**src/sv/bia_pkg.sv**
```systemverilog
`timescale 1ns / 1ps
package bia_pkg;

	localparam int ID_COUNT  = 1024;
	localparam int WORD_BITS = 32;
	localparam int ID_WORDS  = ID_COUNT / WORD_BITS;
	localparam int BIT_W     = $clog2(WORD_BITS);
	localparam int PTR_W     = $clog2(ID_WORDS);
	localparam int ID_W      = $clog2(ID_COUNT);
	localparam int CNT_W     = $clog2(ID_COUNT + 1);

	typedef enum logic [1:0] {
		ST_OK     = 2'd0,
		ST_NONE   = 2'd1,
		ST_DOUBLE = 2'd2
	} status_t;

	typedef enum logic {
		OP_ALLOC = 1'b0,
		OP_FREE  = 1'b1
	} op_t;

	typedef enum logic [1:0] {
		S_IDLE,
		S_LOOK,
		S_DONE
	} fsm_t;

	// word store access, driven by the engine
	typedef struct packed {
		logic                 we;
		logic [PTR_W-1:0]     waddr;
		logic [WORD_BITS-1:0] wdata;
		logic [PTR_W-1:0]     raddr;
	} ram_req_t;

	// lowest free bit of the word under scan
	typedef struct packed {
		logic [BIT_W-1:0]     idx;
		logic [WORD_BITS-1:0] mask;
	} pick_t;

endpackage

```
**src/sv/bia_ram.sv**
```systemverilog
`timescale 1ns / 1ps
module bia_ram #(
	parameter int WIDTH = 32,
	parameter int DEPTH = 32
) (
	input  logic                     clk,
	input  logic                     we,
	input  logic [$clog2(DEPTH)-1:0] waddr,
	input  logic [WIDTH-1:0]         wdata,
	input  logic [$clog2(DEPTH)-1:0] raddr,
	output logic [WIDTH-1:0]         rdata
);

	logic [WIDTH-1:0] mem_q [DEPTH];

	always_ff @(posedge clk) begin
		if (we) begin
			mem_q[waddr] <= wdata;
		end
		rdata <= mem_q[raddr];
	end

endmodule

```
**src/sv/bia_bit_pick.sv**
```systemverilog
`timescale 1ns / 1ps
module bia_bit_pick (
	input  logic [bia_pkg::WORD_BITS-1:0] word,
	output bia_pkg::pick_t                pick
);
	import bia_pkg::*;

	logic [WORD_BITS-1:0] lsb;
	logic [BIT_W-1:0]     idx;

	// isolate lowest set bit, then encode its position
	assign lsb = word & (~word + WORD_BITS'(1));

	always_comb begin
		idx = '0;
		for (int i = 0; i < WORD_BITS; i++) begin
			if (lsb[i]) begin
				idx = idx | BIT_W'(i);
			end
		end
	end

	assign pick.idx  = idx;
	assign pick.mask = lsb;

endmodule

```
**src/sv/bia_engine.sv**
```systemverilog
`timescale 1ns / 1ps
module bia_engine (
	input  logic                          clk,
	input  logic                          arst_n,
	input  logic                          in_valid,
	output logic                          in_ready,
	input  bia_pkg::op_t                  in_op,
	input  logic [bia_pkg::ID_W-1:0]      in_rid,
	output logic                          out_valid,
	input  logic                          out_ready,
	output bia_pkg::status_t              out_status,
	output logic [bia_pkg::ID_W-1:0]      out_id,
	output logic [bia_pkg::CNT_W-1:0]     out_in_use,
	output bia_pkg::ram_req_t             ram_req,
	input  logic [bia_pkg::WORD_BITS-1:0] ram_rdata,
	output logic [bia_pkg::WORD_BITS-1:0] scan_word,
	input  bia_pkg::pick_t                pick
);
	import bia_pkg::*;

	fsm_t                 state_q, state_d;
	op_t                  op_q;
	logic [ID_W-1:0]      rid_q;
	logic [PTR_W-1:0]     ptr_q, ptr_d, ptr_inc;
	logic [PTR_W-1:0]     scan_q, scan_d;
	logic [CNT_W-1:0]     cnt_q, cnt_d;
	status_t              res_status_q, res_status_d;
	logic [ID_W-1:0]      res_id_q, res_id_d;
	logic [ID_WORDS-1:0]  wr_valid_q;
	logic                 rd_valid_s1;
	logic                 out_valid_q;
	status_t              out_status_q;
	logic [ID_W-1:0]      out_id_q;
	logic [CNT_W-1:0]     out_in_use_q;
	logic                 accept;
	logic                 load_out;
	logic [WORD_BITS-1:0] word;
	logic [WORD_BITS-1:0] rel_mask;
	logic [PTR_W-1:0]     rel_word;

	// never-written words read as all free
	assign word      = rd_valid_s1 ? ram_rdata : '1;
	assign scan_word = word;
	assign ptr_inc   = ptr_q + PTR_W'(1);
	assign rel_word  = rid_q[ID_W-1:BIT_W];
	assign rel_mask  = WORD_BITS'(1) << rid_q[BIT_W-1:0];
	assign accept    = in_valid && in_ready;

	always_comb begin
		state_d       = state_q;
		in_ready      = 1'b0;
		load_out      = 1'b0;
		ptr_d         = ptr_q;
		scan_d        = scan_q;
		cnt_d         = cnt_q;
		res_status_d  = res_status_q;
		res_id_d      = res_id_q;
		ram_req.we    = 1'b0;
		ram_req.waddr = ptr_q;
		ram_req.wdata = word;
		ram_req.raddr = ptr_q;
		unique case (state_q)
			S_IDLE: begin
				in_ready      = 1'b1;
				ram_req.raddr = (in_op == OP_FREE) ? in_rid[ID_W-1:BIT_W] : ptr_q;
				scan_d        = '0;
				res_status_d  = ST_OK;
				res_id_d      = '0;
				if (in_valid) begin
					if (in_op == OP_ALLOC && cnt_q == '0) begin
						res_status_d = ST_NONE;
						state_d      = S_DONE;
					end else begin
						state_d = S_LOOK;
					end
				end
			end
			S_LOOK: begin
				if (op_q == OP_FREE) begin
					if ((word & rel_mask) != '0) begin
						res_status_d = ST_DOUBLE;
					end else begin
						ram_req.we    = 1'b1;
						ram_req.waddr = rel_word;
						ram_req.wdata = word | rel_mask;
						cnt_d         = cnt_q + CNT_W'(1);
					end
					state_d = S_DONE;
				end else if (word == '0) begin
					// skip a full word, fetch the next one
					ptr_d         = ptr_inc;
					scan_d        = scan_q + PTR_W'(1);
					ram_req.raddr = ptr_inc;
					if (scan_q == PTR_W'(ID_WORDS - 1)) begin
						res_status_d = ST_NONE;
						state_d      = S_DONE;
					end
				end else begin
					ram_req.we    = 1'b1;
					ram_req.waddr = ptr_q;
					ram_req.wdata = word & ~pick.mask;
					res_id_d      = ID_W'({ptr_q, pick.idx});
					cnt_d         = cnt_q - CNT_W'(1);
					state_d       = S_DONE;
				end
			end
			S_DONE: begin
				if (!out_valid_q || out_ready) begin
					load_out = 1'b1;
					state_d  = S_IDLE;
				end
			end
			default: begin
				state_d = S_IDLE;
			end
		endcase
	end

	always_ff @(posedge clk or negedge arst_n) begin
		if (!arst_n) begin
			state_q <= S_IDLE;
		end else begin
			state_q <= state_d;
		end
	end

	always_ff @(posedge clk or negedge arst_n) begin
		if (!arst_n) begin
			ptr_q        <= '0;
			scan_q       <= '0;
			cnt_q        <= CNT_W'(ID_COUNT);
			wr_valid_q   <= '0;
			rd_valid_s1  <= 1'b0;
			out_valid_q  <= 1'b0;
		end else begin
			ptr_q       <= ptr_d;
			scan_q      <= scan_d;
			cnt_q       <= cnt_d;
			rd_valid_s1 <= wr_valid_q[ram_req.raddr];
			if (ram_req.we) begin
				wr_valid_q[ram_req.waddr] <= 1'b1;
			end
			if (load_out) begin
				out_valid_q <= 1'b1;
			end else if (out_ready) begin
				out_valid_q <= 1'b0;
			end
		end
	end

	always_ff @(posedge clk) begin
		res_status_q <= res_status_d;
		res_id_q     <= res_id_d;
		if (accept) begin
			op_q  <= in_op;
			rid_q <= in_rid;
		end
		if (load_out) begin
			out_status_q <= res_status_q;
			out_id_q     <= res_id_q;
			out_in_use_q <= CNT_W'(ID_COUNT) - cnt_q;
		end
	end

	assign out_valid  = out_valid_q;
	assign out_status = out_status_q;
	assign out_id     = out_id_q;
	assign out_in_use = out_in_use_q;

endmodule

```
**src/sv/bitmap_id_allocator_core.sv**
```systemverilog
`timescale 1ns / 1ps
// Identifier allocator over a free bitmap of 32 words by 32 bits (1 = free), with every
// identifier free after reset; no clearing pass is needed, since a word never written
// reads as all free. Send an allocate (tuser 0) or a free of tdata (tuser 1) as one
// input transaction; each one answers with exactly one output transaction carrying the
// status, the granted identifier (zero unless an allocate succeeded) and the count in
// use afterwards. An allocate scans the word store one word per cycle, a pace set by the
// single read port of the word store, from the word it last granted from, wrapping,
// until it finds a free bit. A free looks up only the word of its identifier, and an
// allocate with nothing free answers without a scan. The block takes one transaction
// at a time and holds tready low while it works; a finished result waits in the output
// register.
module bitmap_id_allocator_core (
	input  logic        clk,
	input  logic        arst_n,
	input  logic        s_axis_tvalid,
	output logic        s_axis_tready,
	input  logic [15:0] s_axis_tdata,   // [9:0] release_id, rest zero
	input  logic        s_axis_tuser,   // [0] op: 0 allocate, 1 free
	output logic        m_axis_tvalid,
	input  logic        m_axis_tready,
	output logic [23:0] m_axis_tdata,   // [9:0] granted_id, [20:10] in_use, rest zero
	output logic [1:0]  m_axis_tuser    // [1:0] status: 0 ok, 1 none free, 2 already free
);
	import bia_pkg::*;

	ram_req_t             ram_req;
	logic [WORD_BITS-1:0] ram_rdata;
	logic [WORD_BITS-1:0] scan_word;
	pick_t                pick;
	status_t              out_status;
	logic [ID_W-1:0]      out_id;
	logic [CNT_W-1:0]     out_in_use;
	op_t                  in_op;

	assign in_op = op_t'(s_axis_tuser);

	// sequencer: accept, look up one word per cycle, update, respond
	bia_engine u_engine (
		.clk        (clk),
		.arst_n     (arst_n),
		.in_valid   (s_axis_tvalid),
		.in_ready   (s_axis_tready),
		.in_op      (in_op),
		.in_rid     (s_axis_tdata[ID_W-1:0]),
		.out_valid  (m_axis_tvalid),
		.out_ready  (m_axis_tready),
		.out_status (out_status),
		.out_id     (out_id),
		.out_in_use (out_in_use),
		.ram_req    (ram_req),
		.ram_rdata  (ram_rdata),
		.scan_word  (scan_word),
		.pick       (pick)
	);

	// free bitmap, one word per entry
	bia_ram #(
		.WIDTH (WORD_BITS),
		.DEPTH (ID_WORDS)
	) u_map (
		.clk   (clk),
		.we    (ram_req.we),
		.waddr (ram_req.waddr),
		.wdata (ram_req.wdata),
		.raddr (ram_req.raddr),
		.rdata (ram_rdata)
	);

	// lowest free bit of the word under scan
	bia_bit_pick u_pick (
		.word (scan_word),
		.pick (pick)
	);

	assign m_axis_tdata = {3'b000, out_in_use, out_id};
	assign m_axis_tuser = out_status;

endmodule

```
**config.mk**
```make
export PLATFORM = sky130hd
export DESIGN_NAME = bitmap_id_allocator_core
export DESIGN_NICKNAME = d
export VERILOG_FILES = /design/src/sv/bia_pkg.sv /design/src/sv/bia_ram.sv /design/src/sv/bia_bit_pick.sv /design/src/sv/bia_engine.sv /design/src/sv/bitmap_id_allocator_core.sv
export SDC_FILE = /design/constraint.sdc
export NUM_CORES = 1
export LEC_CHECK = 0
export ABC_AREA = 1
export BUFFER_PORTS_ARGS = -buffer_cell sky130_fd_sc_hd__buf_4
export CORE_ASPECT_RATIO = 1.25
export CORE_UTILIZATION = 35
export CTS_CLUSTER_SIZE = 25
export DETAILED_ROUTE_END_ITERATION = 8
export GPL_ROUTABILITY_DRIVEN = 0
export PLACE_DENSITY_LB_ADDON = 0.05
export SLEW_MARGIN = 15
export SYNTH_ARGS = -nofsm -noshare
export SYNTH_HDL_FRONTEND = slang
export SYNTH_SLANG_ARGS = --single-unit
```
**constraint.sdc**
```tcl
create_clock -name clk -period 5.25 [get_ports clk]
set_input_delay 0.7875 -clock clk [delete_from_list [all_inputs] [get_ports clk]]
set_output_delay 0.7875 -clock clk [all_outputs]
set_load 0.01 [all_outputs]
```
Word-level counts from Yosys, hierarchy flattened

Memories as Yosys holds them, arrays and structs flattened. A register that Yosys moved wholly into a read port is not among the register bits.
Index checks and enable logic that the tools add are counted.

Register bits after elaboration: 103
Bits in latches: 0
Memory bits (writable): 1024
Bits in read-only memories: 0
Bits of input ports: 21
Output and inout port bits: 28
Logic and storage cells: 179
Memories: 1

Memories:

| name        | depth | width | read ports | clocked after memory_dff | write ports | RTL line      | source |
|---|---|---|---|---|---|---|---|
| u_map.mem_q | 32    | 32    | 1          | 1                        | 1           | bia_ram.sv:14 | `logic [WIDTH-1:0] mem_q [DEPTH];` |

Add/sub/neg operators: 6
$mul: 0
Div/mod/pow operators: 0
Order comparisons: 3
Eq/ne operators: 14
Shift-type cells: 1
Multiplexer cells: 116
Bitwise gates (word level): 8
Reductions and logical operators: 16

Operator list:

| operator                                           | number |
|---|---|
| 2-to-1 mux 38 bit                                  | 9 |
| 2-to-1 mux 5 bit                                   | 27 |
| bitwise AND 32 bit                                 | 3 |
| 2-to-1 mux 11 bit                                  | 8 |
| 2-to-1 mux 2 bit                                   | 34 |
| inverter 32 bit                                    | 2 |
| OR 32 bit                                          | 2 |
| 2-to-1 mux 10 bit                                  | 5 |
| adder 32 x 1 -> 32 bit, second input constant      | 1 |
| logical NOT 32 bit                                 | 1 |
| 2-to-1 mux 32 bit                                  | 1 |
| 2-to-1 mux 4 bit                                   | 8 |
| nonzero test 32 bit                                | 1 |
| << shifter 1 x 5 -> 32 bit, first input constant   | 1 |
| one-hot mux 10 bit (2 select lines)                | 1 |
| one-hot mux 5 bit (2 select lines)                 | 2 |
| 2-to-1 mux 1 bit                                   | 13 |
| < comparator 5 x 6 -> 1 bit, second input constant | 2 |
| 2-to-1 mux 3 bit                                   | 4 |
| AND reduction 3 bit                                | 4 |
| adder 11 x 1 -> 11 bit, second input constant      | 1 |
| logical NOT 11 bit                                 | 1 |
| subtractor 11 x 1 -> 11 bit, second input constant | 1 |
| subtractor 11 bit, first input constant            | 1 |
| other kinds (22)                                   | 31 |

Longest topological paths before layout

Gate-level depths: netlist of the first run.

Depth after elaboration: 41
Mapped depth: 22

Cells and area by module

A second synthesis of the first run with hierarchy kept.

Cell total of the unflattened synthesis: 4691
Area, all modules: 50405.8 µm²

Modules (own cells, without submodules):

| module                   | times used | cells an instance | area each (µm²) |
|---|---|---|---|
| bia_ram                  | 1          | 3536              | 42405.7 |
| bia_engine               | 1          | 906               | 6844.1 |
| bia_bit_pick             | 1          | 245               | 1129.8 |
| bitmap_id_allocator_core | 1          | 4                 | 26.3 |

Worst setup path before layout of the first run

OpenSTA, ideal clock, no wires.

Path type: register -> register
Start point: register u_engine.rd_valid_s1
End point: memory u_map.mem_q[0][0], enable pin
Library setup time: 0.421 ns
Data arrival time: 3.598 ns
Path slack: 1.231 ns
Cell stages (with the launch flop): 15
Buffers on the path: 3
Period minus slack after synthesis: 4.019 ns
Cell sequence: dfrtp_1 inv_2 buf_6 buf_6 nor2_1 o22ai_1 nor2_1 nand2_1 nor2_1 nand3_2 buf_2 inv_1 o21ai_2 nand3_1 nor2_1

Word-level cells in the longest chain between the ends: 11

Ends and longest elaborated chain:

| item                                   | RTL line          | source |
|---|---|---|
| start, declared                        | bia_engine.sv:30  | `logic rd_valid_s1;` |
| start signal, assigned                 | bia_engine.sv:139 | `rd_valid_s1 <= wr_valid_q[ram_req.raddr];` |
| 2-to-1 mux 32 bit (*)                  | bia_engine.sv:42  | `assign word = rd_valid_s1 ? ram_rdata : '1;` |
| bitwise AND 32 bit                     | bia_engine.sv:80  | `if ((word & rel_mask) != '0) begin` |
| nonzero test 32 bit                    | bia_engine.sv:80  |  |
| 2-to-1 mux 38 bit                      | bia_engine.sv:80  |  |
| 2-to-1 mux 38 bit                      | bia_engine.sv:79  | `if (op_q == OP_FREE) begin` |
| 2-to-1 mux 38 bit                      | bia_engine.sv:62  | `unique case (state_q)` |
| 2-to-1 mux 38 bit (*)                  | bia_engine.sv:79  |  |
| 2-to-1 mux 38 bit (*) (2 in a row)     | bia_engine.sv:62  |  |
| 2-to-1 mux 1 bit                       | bia_ram.sv:17     | `if (we) begin` |
| 2-to-1 mux 1 bit (not written as such) | bia_ram.sv:18     | `mem_q[waddr] <= wdata;` |
| end, declared                          | bia_ram.sv:14     |  |

Mark *: on every way between the ends. The rest lies on a longest branch, timed or not. The select of a mux whose other input is x is not followed.

Final worst setup path of the first run

Start point: register u_engine.rd_valid_s1
End point: register u_map.rdata[3] (read register of u_map.mem_q)

Word-level cells in the longest chain between the ends: 8

Ends and longest elaborated chain:

| item                               | RTL line         | source |
|---|---|---|
| 2-to-1 mux 32 bit                  | bia_engine.sv:42 |  |
| logical NOT 32 bit                 | bia_engine.sv:89 | `end else if (word == '0) begin` |
| 2-to-1 mux 5 bit                   | bia_engine.sv:89 |  |
| 2-to-1 mux 5 bit                   | bia_engine.sv:79 |  |
| 2-to-1 mux 5 bit                   | bia_engine.sv:62 |  |
| 2-to-1 mux 5 bit                   | bia_engine.sv:79 |  |
| 2-to-1 mux 5 bit                   | bia_engine.sv:62 |  |
| one-hot mux 5 bit (2 select lines) | bia_engine.sv:62 |  |
| end, declared                      | bia_ram.sv:11    | `output logic [WIDTH-1:0] rdata` |

No other way between the ends. The select of a mux whose other input is x is not followed.
A chain may end at the register's enable or synchronous reset.

==> flow_summary.yaml, run 1 <==
synth:
  seq_area_frac_synth_pct: 65.07
  post_synth_inst_count: 5154
  synth_ff_type: "edfxtp_1"
  synth_edf_count: 1070
  synth_area_leader_cell: "edfxtp_1"
  synth_area_um2: 52560
  synth_seq_cells: 1159
  async_reset_ff_share_pct: 4.918
  synthDistinctLibCells: 49
  synth_top_area_share_pct: 61.14
  synth_warnings: 0
  ys_top_cells_by_area: "edfxtp_1, nand3_1, nand2_1"
  synth_area_per_cell_um2: 10.20
floorplanning:
  initial_core_util_pct: 35.35
  rows: 158
  die_area_um2: 151700
  die_h_um: 435.2
  core_um2: 148700
  ios: 49
  die_width_um: 348.6
cts:
  cts_made_buffers: 130
  clk-insertion-delay-late_ns: 0.79
  cts_root_buf: "clkbuf_16"
  cts_tree: "yes"
  cts_resized: 0
  clockBufferDepth: 3
  holdBufCountCts: 0
  clkSinkCount: 1159
  clk_pin_slew_worst_paths_ns: 0.06
  cts_max_level: 4
  post_cts_buffers: 0
timing:
  tightest_slew_ns: 1.132
  period_share_pct: 84.36
  grt_setup_unrepaired: "no"
  hold_slack_ns: 0.1390
  hold_viol_final: 0
  final.setup.tns_ns: 0
  final.min_clock_period_ns: 4.429
  drv_slew: 0
  slew-limit-headroom_pct: 24.46
  setup_slack_ns: 0.8214
  setup_violations: 0
  skew_ns: 0.04205
  fmax_mhz: 225.8
global_routing:
  track_usage_pct: 22.81
  antenna_found_initial: 1
  overflow: 0
  grt_pass1_vias: 35816
  grt_pass1_wl_mm: 252.5
  grt_max_degree: 183
pwr:
  p_leak_nw: 24.27
  power_density_nw_per_um2: 633.8
  finalPower_mw: 38.33
  peakVddDrop_v: 0.0004986
worst_setup_path:
  crit_family: "simple AND/OR/NAND/NOR gates"
  path_max_fanout: 35
  slowest_stage: "nor2_2"
  worst_setup_path_end_kind: "register"
  crit_arrival_ns: 5.08
  crit_top_cell: "nand2_1"
  critPathLaunchType: "register"
  path_buf_inv: 3
  cp.required_ns: 5.90
  max_stage_delay_ns: 0.44
  path_class: "register to register"
  cp_cell_sequence: "inv_2 > nor2_2 > nand2_1 > nor2_2 > nand2_1 > nor2_4 > nand3_1 > nand2_1 > nand2_1 > nand2_8 > nand2_8 > buf_4 > buf_4 > nand2_1 > nand2_1 > nand2_1 > nand3_1 > nand3_1 > nand2_1 > nand2_1 > nand2_1"
placed_design:
  dp_slack_ns: 0.8433
  dp_hpwl_mm: 97.56
  io_buffers: 39
route:
  wirelength_mm: 173.2
  drtAntennaViolNets: 0
  drtIter0Drc: 2780
  via_per_inst: 5.065
  drcViolationCount: 0
  route.vias.total: 36954
  drt-pass1-iter-count: 5
  wire_per_inst_um: 23.74
final_layout:
  final_common_cell: "nand2_1"
  drive_gt1_share_pct: 9.537
  layout_common_cells: "nand2_1, nand3_1, edfxtp_1"
  area_growth_pct: 15.06
  fin_util_pct: 40.68
  fin_nets: 5227
min_path:
  hp-class: "input pin to asynchronous set/reset pin"
status:
  status: "finished, final reports clean"
run:
  drv_cap: 0
==> worst register-to-register path: cells and delay by family (launching register included) <==
family / cells / cell delay [ns]
buf+inv: 3 / 0.93
flops: 1 / 0.35
simple gates: 18 / 3.01
==> sequential cells by signal, indices dropped and copies added, names as in the netlist <==
signal / flops
u_engine.cnt_q: 11
u_engine.op_q: 1
u_engine.out_id: 10
u_engine.out_in_use: 11
u_engine.out_status: 2
u_engine.out_valid: 1
u_engine.ptr_q: 5
u_engine.rd_valid_s1: 1
u_engine.res_id_q: 10
u_engine.res_status_q: 2
u_engine.rid_q: 10
u_engine.scan_q: 5
u_engine.state_q: 2
u_engine.wr_valid_q: 32
u_map.mem_q: 1024
u_map.rdata: 32
==> metal layers <==
layer,global-route usage (%),up-vias,share of wire [%]
met5,0,-,0
met4,6.685,0,2.6
met3,3.185,223,4.3
met2,38.12,863,49
met1,30.66,18375,44
li1,-,17493,-
==> area by class of cell <==
type	count	area [um2]
sequential	1159	34200
inverter	712	2678
multi-input combinational	2980	14530
antenna	1	2.502
fill	14590	88190
tap	2000	2502
clock inverter	64	619.3
clock buffer	171	3583
timing repair buffer	209	2357
==> cell usage after synthesis, types with 5 or more instances <==
library cell / number
a21oi_1: 31
a31oi_1: 6
buf_2: 199
buf_4: 8
buf_6: 16
clkbuf_1: 80
dfrtp_1: 56
dfxtp_1: 32
edfxtp_1: 1070
ha_1: 13
inv_1: 703
inv_2: 8
nand2_1: 1200
nand3_1: 1190
nand3b_1: 166
nand4_1: 21
nor2_1: 119
nor2_2: 15
nor2_4: 14
nor3_1: 26
nor4_1: 5
o21ai_0: 71
o21ai_1: 22
o22ai_1: 26
xor2_1: 14
==> power breakdown <==
part | total, mW | switching [mW] | internal [mW]
clock | 9.10 | 3.80 | 5.30
sequential | 12.7 | 0.374 | 12.3
combinational | 16.5 | 12.2 | 4.29
==> stage by stage <==
step | std cells | instance area (um2)
2_1_floorplan | 5156 | 52560
3_3_place_gp | 7060 | 56270
3_5_place_dp | 7060 | 56270
4_1_cts | 7295 | 60470
5_1_grt | 7295 | 60470
6_report | 7296 | 60470
==> cell families (layout without fill, tap and decap cells) <==
kind of cell / count (synthesis) / in the layout / share of synthesized area [%]
AND/OR/NAND/NOR: 2772 / 2772 / 24.42
flip-flops: 1159 / 1159 / 65.07
buffers and inverters: 1017 / 1156 / 8.023
AO/OA/AOI/OAI: 173 / 173 / 1.831
XOR/XNOR: 18 / 18 / 0.3000
adder cells (fa/ha/maj): 14 / 14 / 0.3476
other: 1 / 4 / 0.007135
==> final timing paths <==
path,start,to,slack [ns],cells past startpoint
worst min-delay path,arst_n,u_engine.cnt_q[0],0.14,1
max in group asynchronous,arst_n,u_engine.wr_valid_q[7],4.53,1
min in group clk,s_axis_tdata[5],u_engine.rid_q[5],0.21,1
worst max-delay path,u_engine.rd_valid_s1,u_map.rdata[3],0.82,21
worst min register to register,u_engine.res_status_q[0],u_engine.out_status[0],0.42,0
worst max register to register,u_engine.rd_valid_s1,u_map.rdata[3],0.82,21
Note: power is estimated with default switching activity, not from simulation.
==> run 2, diff against run 1 <==
Clock period 5.25 ns to 4.1 ns, I/O delays scaled along.
==> run 2 against run 1 <==
Die area unchanged; via count up 0.63%; hold slack worse by 0.014 ns; combinational power up 32%.
==> flow_summary.yaml, run 2 (same netlist as run 1, synthesis figures left out) <==
status:
  status: "finished, final reports clean"
final_layout:
  layout_common_cells: "nand2_1, nand3_1, edfxtp_1"
  drive_gt1_share_pct: 10.54
  final_common_cell: "nand2_1"
  area.sequential_um2: 34200
  fillCellCount: 14385
  area_growth_pct: 16.70
  multiInputGateArea_um2: 14520
  largest-register: "u_map.mem_q"
  fin_nets: 5293
  reg.largest.list: "u_map.mem_q: 1024 flops, u_engine.wr_valid_q: 32 flops, u_map.rdata: 32 flops"
  largest_reg_flops: 1024
global_routing:
  antenna_found_initial: 4
  grt_pass1_vias: 35803
  track_usage_pct: 23.14
  grt_pass1_wl_mm: 255.7
  grt_max_degree: 118
  overflow: 0
timing:
  slew-limit-headroom_pct: 21.60
  setup_violations: 0
  grt_setup_unrepaired: "no"
  tightest_slew_ns: 1.175
  period_share_pct: 95.91
  skew_ns: 0.03472
  hold_viol_final: 0
  fmax_mhz: 254.3
  drv_slew: 0
  final.setup.tns_ns: 0
  final.min_clock_period_ns: 3.932
route:
  via_per_inst: 5.051
  drtAntennaViolNets: 0
  drtIter0Drc: 2996
  drcViolationCount: 0
  route.vias.total: 37185
  wirelength_mm: 176.1
  wire_per_inst_um: 23.91
  drt-pass1-iter-count: 5
pwr:
  peakVddDrop_v: 0.0005045
  p_leak_nw: 24.68
  power_density_nw_per_um2: 809.6
  finalPower_mw: 49.65
cts:
  clk-insertion-delay-late_ns: 0.78
  clockBufferDepth: 3
  clk_pin_slew_worst_paths_ns: 0.06
  post_cts_buffers: 0
  clkSinkCount: 1159
  cts_root_buf: "clkbuf_16"
  cts_tree: "yes"
  cts_made_buffers: 130
  cts_max_level: 4
worst_setup_path:
  cp.required_ns: 4.53
  slowest_stage: "edfxtp_1"
  path_max_fanout: 12
  crit_arrival_ns: 4.36
  path_class: "register to register"
  cp_cell_sequence: "nor3_1 > nand3_1 > o22ai_1 > nor2_1 > nand3b_1 > nor2_1 > nand3_2 > inv_1 > o21ai_2 > nand3_1 > buf_4 > nor2_4 > buf_4"
  worst_setup_path_end_kind: "register"
  critPathLaunchType: "register"
  max_stage_delay_ns: 0.57
floorplanning:
  die_area_um2: 151700
  rows: 158
  core_um2: 148700
  initial_core_util_pct: 35.35
  die_h_um: 435.2
  ios: 49
  die_width_um: 348.6
min_path:
  hp-class: "input pin to register"
run:
  drv_cap: 0
placed_design:
  dp_hpwl_mm: 101.5
  io_buffers: 39
## run 2: worst max-delay path, delay by kind of cell, from the launching register on
| family | cells | cell delay (ns) |
|---|---|---|
| buffers and inverters | 3 | 0.71 |
| flip-flops | 1 | 0.57 |
| AND/OR/NAND/NOR | 8 | 1.65 |
| AO/OA/AOI/OAI | 2 | 0.62 |
## run 2: layer usage
metal / track usage [%] / routed length (um) / vias to the layer above
li1: - / - / 17625
met4: 7.732 / 5171 / 0
met5: 0 / 0 / -
met1: 31.54 / 79020 / 18453
met3: 2.638 / 7001 / 248
met2: 38.19 / 84860 / 859
## run 2: metrics by stage
stage | cells | setup WS [ns] | area [um2] | hold slack, ns | utilization (%)
CTS | 7359 | 0.1397 | 61310 | 0.05115 | 41.24
floorplan | 5156 | 0.08098 | 52560 | 0.3194 | -
detailed placement | 7115 | 0.1596 | 57020 | 0.4045 | 38.36
finish | 7362 | 0.1676 | 61330 | 0.1250 | 41.26
global route | 7359 | 0.08104 | 61330 | 0.09043 | 41.25
global placement | 7115 | 0.1270 | 57020 | 0.4028 | 38.36
## run 2: layout make-up
class / instances / area share (%)
clock buffers: 174 / 5.845
flip-flops and latches: 1159 / 55.76
inverters: 712 / 4.370
repair buffers: 275 / 5.308
clock inverters: 59 / 0.9568
diodes: 3 / 0.01224
well taps: 2000 / 4.080
multi-input cells: 2980 / 23.67
## run 2: timing repair
action                                  CTS  global route
gates resized for setup                   0             6
endpoints found under the setup margin    0           152
endpoints found under the hold margin    66             0
hold buffers                             11             0
## run 2: path summary, 6_finish.rpt
check,depth (start not counted),end,startpoint,slack (ns)
max,13,u_map.mem_q[11][13],u_engine.rid_q[2],0.17
min,1,u_engine.op_q,s_axis_tuser,0.13
max reg2reg,13,u_map.mem_q[11][13],u_engine.rid_q[2],0.17
min reg2reg,0,u_engine.out_id[8],u_engine.res_id_q[8],0.42
max in group asynchronous,2,u_engine.ptr_q[3],arst_n,3.04
min in group asynchronous,2,u_engine.cnt_q[0],arst_n,0.48
## run 2: power breakdown
group          switching (mW)  total [mW]  internal, mW
registers               0.511        16.3          15.8
clock network            4.88        11.6          6.73
logic                    15.7        21.7          6.03
total                    21.1        49.7          28.6
